===== src/rtl/tmg_pkg.sv =====
// ----------------------------------------------------------------------------
// tmg_pkg
// Shared widths, codes, register map and types of the turmite grid stepper.
// ----------------------------------------------------------------------------
package tmg_pkg;

  localparam int MODE_W   = 2;
  localparam int STEPS_W  = 11;
  localparam int COORD_W  = 8;
  localparam int HEAD_W   = 2;
  localparam int ASTATE_W = 3;
  localparam int COLOR_W  = 3;
  localparam int TOTAL_W  = 32;
  localparam int RULE_W   = 14;
  localparam int TABLE_W  = 56;
  localparam int CFG_AW   = 6;
  localparam int CFG_DW   = 64;

  // Item modes
  localparam logic [MODE_W-1:0] MODE_RUN     = 2'd0;
  localparam logic [MODE_W-1:0] MODE_READ    = 2'd1;
  localparam logic [MODE_W-1:0] MODE_RESTART = 2'd2;

  // Headings
  localparam logic [HEAD_W-1:0] HEAD_UP    = 2'd0;
  localparam logic [HEAD_W-1:0] HEAD_LEFT  = 2'd1;
  localparam logic [HEAD_W-1:0] HEAD_DOWN  = 2'd2;
  localparam logic [HEAD_W-1:0] HEAD_RIGHT = 2'd3;

  localparam logic [STEPS_W-1:0] STEP_LIMIT = 11'd1024;

  // Register indexes (byte address is 8 * index)
  localparam logic [2:0] REG_RULE_COUNT  = 3'd0;
  localparam logic [2:0] REG_GRID_WIDTH  = 3'd1;
  localparam logic [2:0] REG_GRID_HEIGHT = 3'd2;
  localparam logic [2:0] REG_TABLE_LO    = 3'd3;
  localparam logic [2:0] REG_TABLE_HI    = 3'd4;

  localparam logic [8:0] GRID_SIZE_RST = 9'd256;

  typedef struct packed {
    logic [ASTATE_W-1:0] next_state;
    logic [HEAD_W-1:0]   turn;
    logic [COLOR_W-1:0]  new_color;
    logic [COLOR_W-1:0]  color;
    logic [ASTATE_W-1:0] state;
  } rule_t;

  typedef struct packed {
    logic [3:0]         rule_count;
    logic [8:0]         grid_width;
    logic [8:0]         grid_height;
    logic [TABLE_W-1:0] table_lo;
    logic [TABLE_W-1:0] table_hi;
  } cfg_t;

  typedef struct packed {
    logic [MODE_W-1:0]  mode;
    logic [STEPS_W-1:0] steps;
    logic [COORD_W-1:0] cell_x;
    logic [COORD_W-1:0] cell_y;
  } cmd_t;

  typedef struct packed {
    logic [COORD_W-1:0]  pos_x;
    logic [COORD_W-1:0]  pos_y;
    logic [HEAD_W-1:0]   heading;
    logic [ASTATE_W-1:0] ant_state;
    logic                all_matched;
    logic [TOTAL_W-1:0]  step_total;
    logic [COLOR_W-1:0]  cell_color;
  } res_t;

  typedef enum logic [5:0] {
    S_IDLE   = 6'b000001,
    S_CLEAR  = 6'b000010,
    S_FETCH  = 6'b000100,
    S_EXEC   = 6'b001000,
    S_RDCELL = 6'b010000,
    S_DONE   = 6'b100000
  } seq_state_t;

  // Pick one 14-bit rule out of the two packed table registers
  function automatic rule_t rule_word(input logic [TABLE_W-1:0] lo,
                                      input logic [TABLE_W-1:0] hi,
                                      input logic [2:0]         idx);
    logic [TABLE_W-1:0] t;
    logic [RULE_W-1:0]  w;
    t = idx[2] ? hi : lo;
    case (idx[1:0])
      2'd0:    w = t[13:0];
      2'd1:    w = t[27:14];
      2'd2:    w = t[41:28];
      default: w = t[55:42];
    endcase
    return rule_t'(w);
  endfunction

endpackage


===== src/rtl/tmg_cfg_regs.sv =====
// ----------------------------------------------------------------------------
// tmg_cfg_regs
// APB-style register file: rule count, grid size and the packed rule table.
// ----------------------------------------------------------------------------
module tmg_cfg_regs import tmg_pkg::*; (
  input  logic              clk,
  input  logic              rst_n,
  input  logic              psel,
  input  logic              penable,
  input  logic              pwrite,
  input  logic [CFG_AW-1:0] paddr,
  input  logic [CFG_DW-1:0] pwdata,
  output logic [CFG_DW-1:0] prdata,
  output logic              pready,
  output cfg_t              cfg
);

  cfg_t       cfg_r;
  logic [2:0] reg_idx;
  logic       wr_en;

  assign pready  = 1'b1;
  assign reg_idx = paddr[5:3];
  assign wr_en   = psel && penable && pwrite && pready;
  assign cfg     = cfg_r;

  always_ff @(posedge clk) begin
    if (!rst_n) begin
      cfg_r.rule_count  <= '0;
      cfg_r.grid_width  <= GRID_SIZE_RST;
      cfg_r.grid_height <= GRID_SIZE_RST;
      cfg_r.table_lo    <= '0;
      cfg_r.table_hi    <= '0;
    end else if (wr_en) begin
      case (reg_idx)
        REG_RULE_COUNT:  cfg_r.rule_count  <= pwdata[3:0];
        REG_GRID_WIDTH:  cfg_r.grid_width  <= pwdata[8:0];
        REG_GRID_HEIGHT: cfg_r.grid_height <= pwdata[8:0];
        REG_TABLE_LO:    cfg_r.table_lo    <= pwdata[TABLE_W-1:0];
        REG_TABLE_HI:    cfg_r.table_hi    <= pwdata[TABLE_W-1:0];
        default: ;
      endcase
    end
  end

  always_comb begin
    case (reg_idx)
      REG_RULE_COUNT:  prdata = {60'd0, cfg_r.rule_count};
      REG_GRID_WIDTH:  prdata = {55'd0, cfg_r.grid_width};
      REG_GRID_HEIGHT: prdata = {55'd0, cfg_r.grid_height};
      REG_TABLE_LO:    prdata = {8'd0, cfg_r.table_lo};
      REG_TABLE_HI:    prdata = {8'd0, cfg_r.table_hi};
      default:         prdata = '0;
    endcase
  end

endmodule


===== config.mk =====
export PLATFORM = sky130hd
export DESIGN_NAME = tmg_cfg_regs
export DESIGN_NICKNAME = d
export VERILOG_FILES = /design/src/rtl/tmg_pkg.sv /design/src/rtl/tmg_cfg_regs.sv
export SDC_FILE = /design/constraint.sdc
export NUM_CORES = 1
export LEC_CHECK = 0
export ABC_AREA = 1
export BUFFER_PORTS_ARGS = -buffer_cell sky130_fd_sc_hd__buf_2
export CAP_MARGIN = 25
export CORE_MARGIN = 5
export CORE_UTILIZATION = 30
export CTS_CLUSTER_SIZE = 30
export DETAILED_ROUTE_END_ITERATION = 10
export SETUP_SLACK_MARGIN = 0.2
export SYNTH_ARGS = -nofsm -noshare
export SYNTH_HDL_FRONTEND = slang
export SYNTH_SLANG_ARGS = --single-unit

===== constraint.sdc =====
create_clock -name clk -period 1.95 [get_ports clk]
set_clock_uncertainty 0.15 [all_clocks]
set_input_delay 0.39 -clock clk [delete_from_list [all_inputs] [get_ports clk]]
set_output_delay 0.39 -clock clk [all_outputs]
set_load 0.03 [all_outputs]

==> run metrics, run 1 <==
clock root cell=clkbuf_16; gpl congestion=just over 0.8; Setup WS pre-CTS=-0.102 ns; Die Span X=around 160 um; final hold vios=0; antenna viol nets, final=0; Synth Area per Inst=a little over 6 um^2; DRC violations left=0; FMAX=roughly 490 MHz; Rows=53; diode count=0; post-layout min period=a little over 2 ns; DP HPWL=about 15000 um; final net count=about 1400; post-synthesis register bit count=around 130; Max Buffers Root-to-Sink=2; Initial Util=a little under a third; fraction of layout instances using a drive strength above 1=around 38%; Crit Path Max Fanout=8; die height=156 um; Routed WL=around 23000 um; Vias per Instance=between 4 and 5; IO Count=~270; max-cap viol count=0; first-pass GRT wire length=35200 um; 1st-iter DRT viols=378; Crit path required time=between 1 and 1.5 ns; initial antenna violation count=0; GRT overflow=0; Final Cycle Share=104%; TritonRoute pass-1 iters=4; outcome=complete, but fails checks; distinct cell type count after synthesis=19; clk sink count=approximately 130; CP Launch Type=input port; WHS=around 0.12 ns; gr usage total=about 18%; detailed-route via count=7223; worst min path class=input port to flip-flop; Worst-path clk slew=around 0.060 ns; number of CTS-inserted buffers=17; vias in the first global route=6652; CTS tree=built; largest net degree at the start of global routing=63; CTS Hold Buffers Added=0; Setup violations, final=13; CP Capture Type=primary output; clock latency on the worst-skew pair=around 0.4 ns; RSZ-0062 raised after global routing=true; Syn Inst Count=~1000; I/O Buffers=about 250; synth-to-layout area growth=62.3%; Final WS setup=-0.0779 ns; Die ar.=between 20000 and 25000 um^2; Largest register FFs=roughly 130; Routed WL per cell=around 14 um; post-synthesis sequential area ratio=between 40% and 50%; arrival time at the worst endpoint=roughly 1.5 ns; r2r setup slk=about 1.1 ns; Ys Warns=0; core area=between 20000 and 25000 um^2; H-tree Lvls=4; failing checks=negative setup slack; peak supply drop=about 0.53 mV; PwrDens=between 600 and 700 nW/um^2; Setup CP Type=input port to primary output; Final Max Slew Viols=0; Synth Cell Area=approximately 6400 um^2; P_leak=a little under 6 nW
## per-layer routing
metal	track usage [%]	vias to the layer above	share of wire (%)
li1	-	3706	-
met4	5.37	0	1.7
met5	0	-	0
met3	4.15	28	7.0
met2	29.5	227	48
met1	23.0	3262	43
## Yosys cell counts (all sizes together)
cell | count | area share [%]
clkinv | 1 | 0.058
inv | 70 | 4.1
dfxtp | 134 | 42
nor2 | 279 | 17
nand2 | 388 | 23
nand4 | 4 | 0.39
o21ai | 2 | 0.16
clkbuf | 7 | 0.41
conb | 2 | 0.12
buf | 65 | 6.3
nand3 | 93 | 7.3
## kinds of logic (layout without fill, tap and decap cells)
logic type	after synthesis	after routing	synth area share [%]
compound gates	2	2	0.156
other cells	2	9	0.117
flops	134	134	41.8
buf+inv	143	436	10.9
simple gates	764	765	47.1
## metrics by stage
step | power [mW] | TNS (ns) | util (%) | cell area (um^2) | std cells
finish | 6.89 | -0.454 | 49.4 | 10400 | 1621
global route | 7.15 | -1.67 | 49.4 | 10400 | 1621
CTS | 6.94 | -0.0915 | 48.1 | 10100 | 1612
detailed placement | 3.51 | -2.55 | 40.0 | 8440 | 1550
global placement | 3.50 | -2.18 | 40.0 | 8440 | 1550
floorplan | 3.29 | 0 | - | 6800 | 1052
## cells in the final DEF, fill, tap and decap left out, drive strengths merged
| cell | synthesis | layout |
|---|---|---|
| nand4 | 4 | 4 |
| o21ai | 2 | 2 |
| inv | 70 | 70 |
| bufinv | 0 | 3 |
| clkinv | 1 | 8 |
| bufbuf | 0 | 2 |
| buf | 65 | 329 |
| clkinvlp | 0 | 2 |
| dfxtp | 134 | 134 |
| nand3 | 93 | 93 |
| nand2 | 388 | 388 |
| clkbuf | 7 | 22 |
| nor2 | 279 | 280 |
| conb | 2 | 9 |
## timing repair
action | CTS | global route
buffers inserted | 23 | 6
resized for setup | 214 | 40
pin swaps | 10 | 8
gates cloned | 8 | 3
setup endpoints to repair | 56 | 56
## where the power goes
group	switching, mW	internal [mW]	total, mW	leakage, nW
clock	1.22	2.04	3.26	0.289
combinational	0.487	0.332	0.818	4.42
sequential	0.0355	2.77	2.81	1.08
total	1.74	5.15	6.89	5.79
## path summary, 6_finish.rpt
kind / start / end / cells after the start
setup / recovery: paddr[3] / prdata[18] / 11
hold / removal: pwdata[8] / cfg[129]$_SDFFE_PN1P_ / 3
setup reg to reg: cfg[39]$_SDFFE_PN0P_ / cfg[39]$_SDFFE_PN0P_ / 2
hold reg to reg: cfg[107]$_SDFFE_PN0P_ / cfg[107]$_SDFFE_PN0P_ / 2
## final cells by class
type                    count  area [um^2]
fillers                  2112        10700
multi-input cells         776         3780
repair buffers            334         2730
flip-flops and latches    134         2680
clock buffers              19          443
well taps                 275          344
inverters                  71          294
clock inverters            12          155
## worst max-delay path, cell delays in order
cell and delay [ns]:
buf_8 0.11, inv_4 0.05, nand2_4 0.06, nor2_4 0.12, buf_12 0.12, buf_12 0.13
buf_12 0.13, buf_8 0.13, nand2_4 0.05, nand2_4 0.07, buf_6 0.13
(Power assumes the default switching activity.)
==> run 2: changes to the inputs <==
Clock period 1.95 ns to 1.65 ns, I/O delays scaled along.
==> run 2 against run 1 <==
Effect of this change:
- the flow still finishes with violations (negative setup slack)
- non-clock buffer count increased by 8
- register-to-register slack got worse by 0.35 ns
- largest cell class unchanged
- global-route usage increased by 0.24 points
- sequential power increased by 18%
==> run metrics, run 2 (synthesis results as in run 1) <==
outcome=complete, but fails checks; failing checks=negative setup slack; P_leak=5.61 nW (-3.1%); commonest non-fill, non-tap cell in the layout=nor2_1; final hold vios=0 (unchanged); max incr delay on CP=0.15 ns (+0.02 ns); Crit Path Max Fanout=15 (+7); Placed Cells=1551 (+0.065%); first-pass GRT wire length=35900 um (+1.8%); TritonRoute pass-1 iters=7 (+3); gpl congestion=0.805 (+0.11%); largest net degree at the start of global routing=67 (+6.3%); Final WS setup=-0.185 ns (-0.107 ns); DP HPWL=14900 um (+1.6%); Slowest-stage cell, CP=buf_16; clk sink count=134 (unchanged); initial antenna violation count=1 (+1); die height=156 um (unchanged); Routed WL=24100 um (+5.4%); max-cap viol count=0 (unchanged); worst-path cell chain=buf_12 > clkinv_8 > nand2_4 > nor2_4 > buf_12 > buf_12 > buf_16 > nand2_1 > nand2_4 > buf_6; CP Launch Type=input port; PwrDens=707 nW/um^2 (+7.0%); IO Count=274 (unchanged); Layout Utilization=55.0% (+5.5 points); R2R cell count=3 (+1); arrival time at the worst endpoint=1.35 ns (-0.14 ns); Largest register FFs=134 (unchanged); Final Cycle Share=111%; gr usage total=18.0% (+0.24 points); number of CTS-inserted buffers=17 (unchanged); met2 routed WL=12200 um (+11%); clock latency on the worst-skew pair=0.40 ns (about the same); vias in the first global route=7024 (+5.6%); final net count=1417 (+0.57%); fin area=11600 um^2 (+11%); WL met1=10200 um (+3.4%); Die ar.=24400 um^2 (unchanged); Critical path buffers and inverters=6 (-1); Setup violations, final=56 (+43); detailed-route via count=7393 (+2.4%); Top Family by Delay on Critical Path=buffers and inverters; Routed WL per cell=14.8 um (+4.8%); fraction of layout instances using a drive strength above 1=49.7% (+12 points); Max Buffers Root-to-Sink=2 (unchanged); post-layout min period=approximately 1.8 ns; core area=21100 um^2 (unchanged); RSZ-0062 raised after global routing=true; Setup CP Type=input port to primary output; DRC violations left=0 (unchanged); CP Capture Type=primary output; CTS Hold Buffers Added=0 (unchanged); placed cell area=8600 um^2 (+1.9%); Pwr Total=8.19 mW (+19%); Critical Path Stages=10 (-1); peak supply drop=0.538 mV (+1.7%); Worst-path clk slew=0.06 ns (about the same); DR WL met3=1400 um (-13%); Filler Cell Count=1914 (-9.4%); Highest Signal Layer=met5; hold depth=3 (unchanged); antenna viol nets, final=0 (unchanged); FMAX=between 500 and 600 MHz; Final Max Slew Viols=0 (unchanged); CTS tree=built; Crit path required time=1.17 ns (-0.24 ns); GRT overflow=0 (unchanged); Finished Layout Cells=1630 (+0.56%); Initial Util=30.5% (unchanged); CP dominant cell by count=buf_12; H-tree Lvls=4 (unchanged); clock root cell=clkbuf_16; diode count=0 (unchanged); Vias per Instance=4.54 (+1.8%); 1st-iter DRT viols=329 (-13%); worst min path class=input port to flip-flop; Setup WS pre-CTS=-0.293 ns (-0.190 ns); I/O Buffers=253 (unchanged); Die Span X=156 um (unchanged); commonest non-fill, non-tap cells in the layout=nor2_1, nand2_1, buf_6; synth-to-layout area growth=80.4%; Rows=53 (unchanged)
==> run 2: cell types whose count changed in the layout (fill, tap and decap cells not counted), sizes merged <==
cell / previous run / this run
clkinv: 8 / 10
bufbuf: 2 / 0
clkbuf: 22 / 27
clkinvlp: 2 / 1
inv: 70 / 69
buf: 329 / 335
==> run 2: tightest hold or removal path: stages <==
cell	delay [ns]
buf_2	0.11
nand2_1	0.05
nand3_1	0.06
==> run 2: through the flow <==
step	setup TNS, ns	hold WS, ns
after floorplan	-0.230	0.306
after global placement	-25.40	0.338
after detailed placement	-28.68	0.340
after CTS	-6.83	0.0109
after global routing	-9.79	0.0400
final	-7.48	0.0424
==> run 2: final timing paths <==
| check | from | end | slack, ns |
|---|---|---|---|
| min | pwdata[8] | cfg[120]$_SDFFE_PN1P_ | 0.04 |
| min reg2reg | cfg[56]$_SDFFE_PN0P_ | cfg[56]$_SDFFE_PN0P_ | 0.34 |
| max reg2reg | cfg[131]$_SDFFE_PN0P_ | cfg[131]$_SDFFE_PN0P_ | 0.78 |
| max | paddr[4] | prdata[16] | -0.18 |
==> run 2: power by group <==
part | switching, mW | internal [mW] | total (mW)
sequential | 0.0492 | 3.27 | 3.32
combinational | 0.586 | 0.445 | 1.03
clock | 1.42 | 2.42 | 3.84
==> run 2: layout make-up <==
class	instances	area [um^2]	area share, %
Sequential cell	134	2850	24.6
Timing Repair Buffer	342	3550	30.7
Clock inverter	12	153	1.32
Clock buffer	20	447	3.85
Inverter	71	312	2.69
Tap cell	275	344	2.97
Multi-Input combinational cell	776	3930	33.9
==> run 2: repair_timing <==
| action | CTS | global route |
|---|---|---|
| pin swaps | 14 | 21 |
| gates cloned | 4 | 8 |
| setup buffers | 26 | 9 |
| gates resized for setup | 448 | 201 |
| endpoints found under the setup margin | 189 | 144 |
==> run 2: metal layers <==
| layer | up-vias | GRT usage (%) |
|---|---|---|
| met5 | - | 0 |
| met3 | 18 | 4.01 |
| met4 | 2 | 4.63 |
| met2 | 221 | 31.6 |
| li1 | 3716 | - |
| met1 | 3436 | 22.3 |
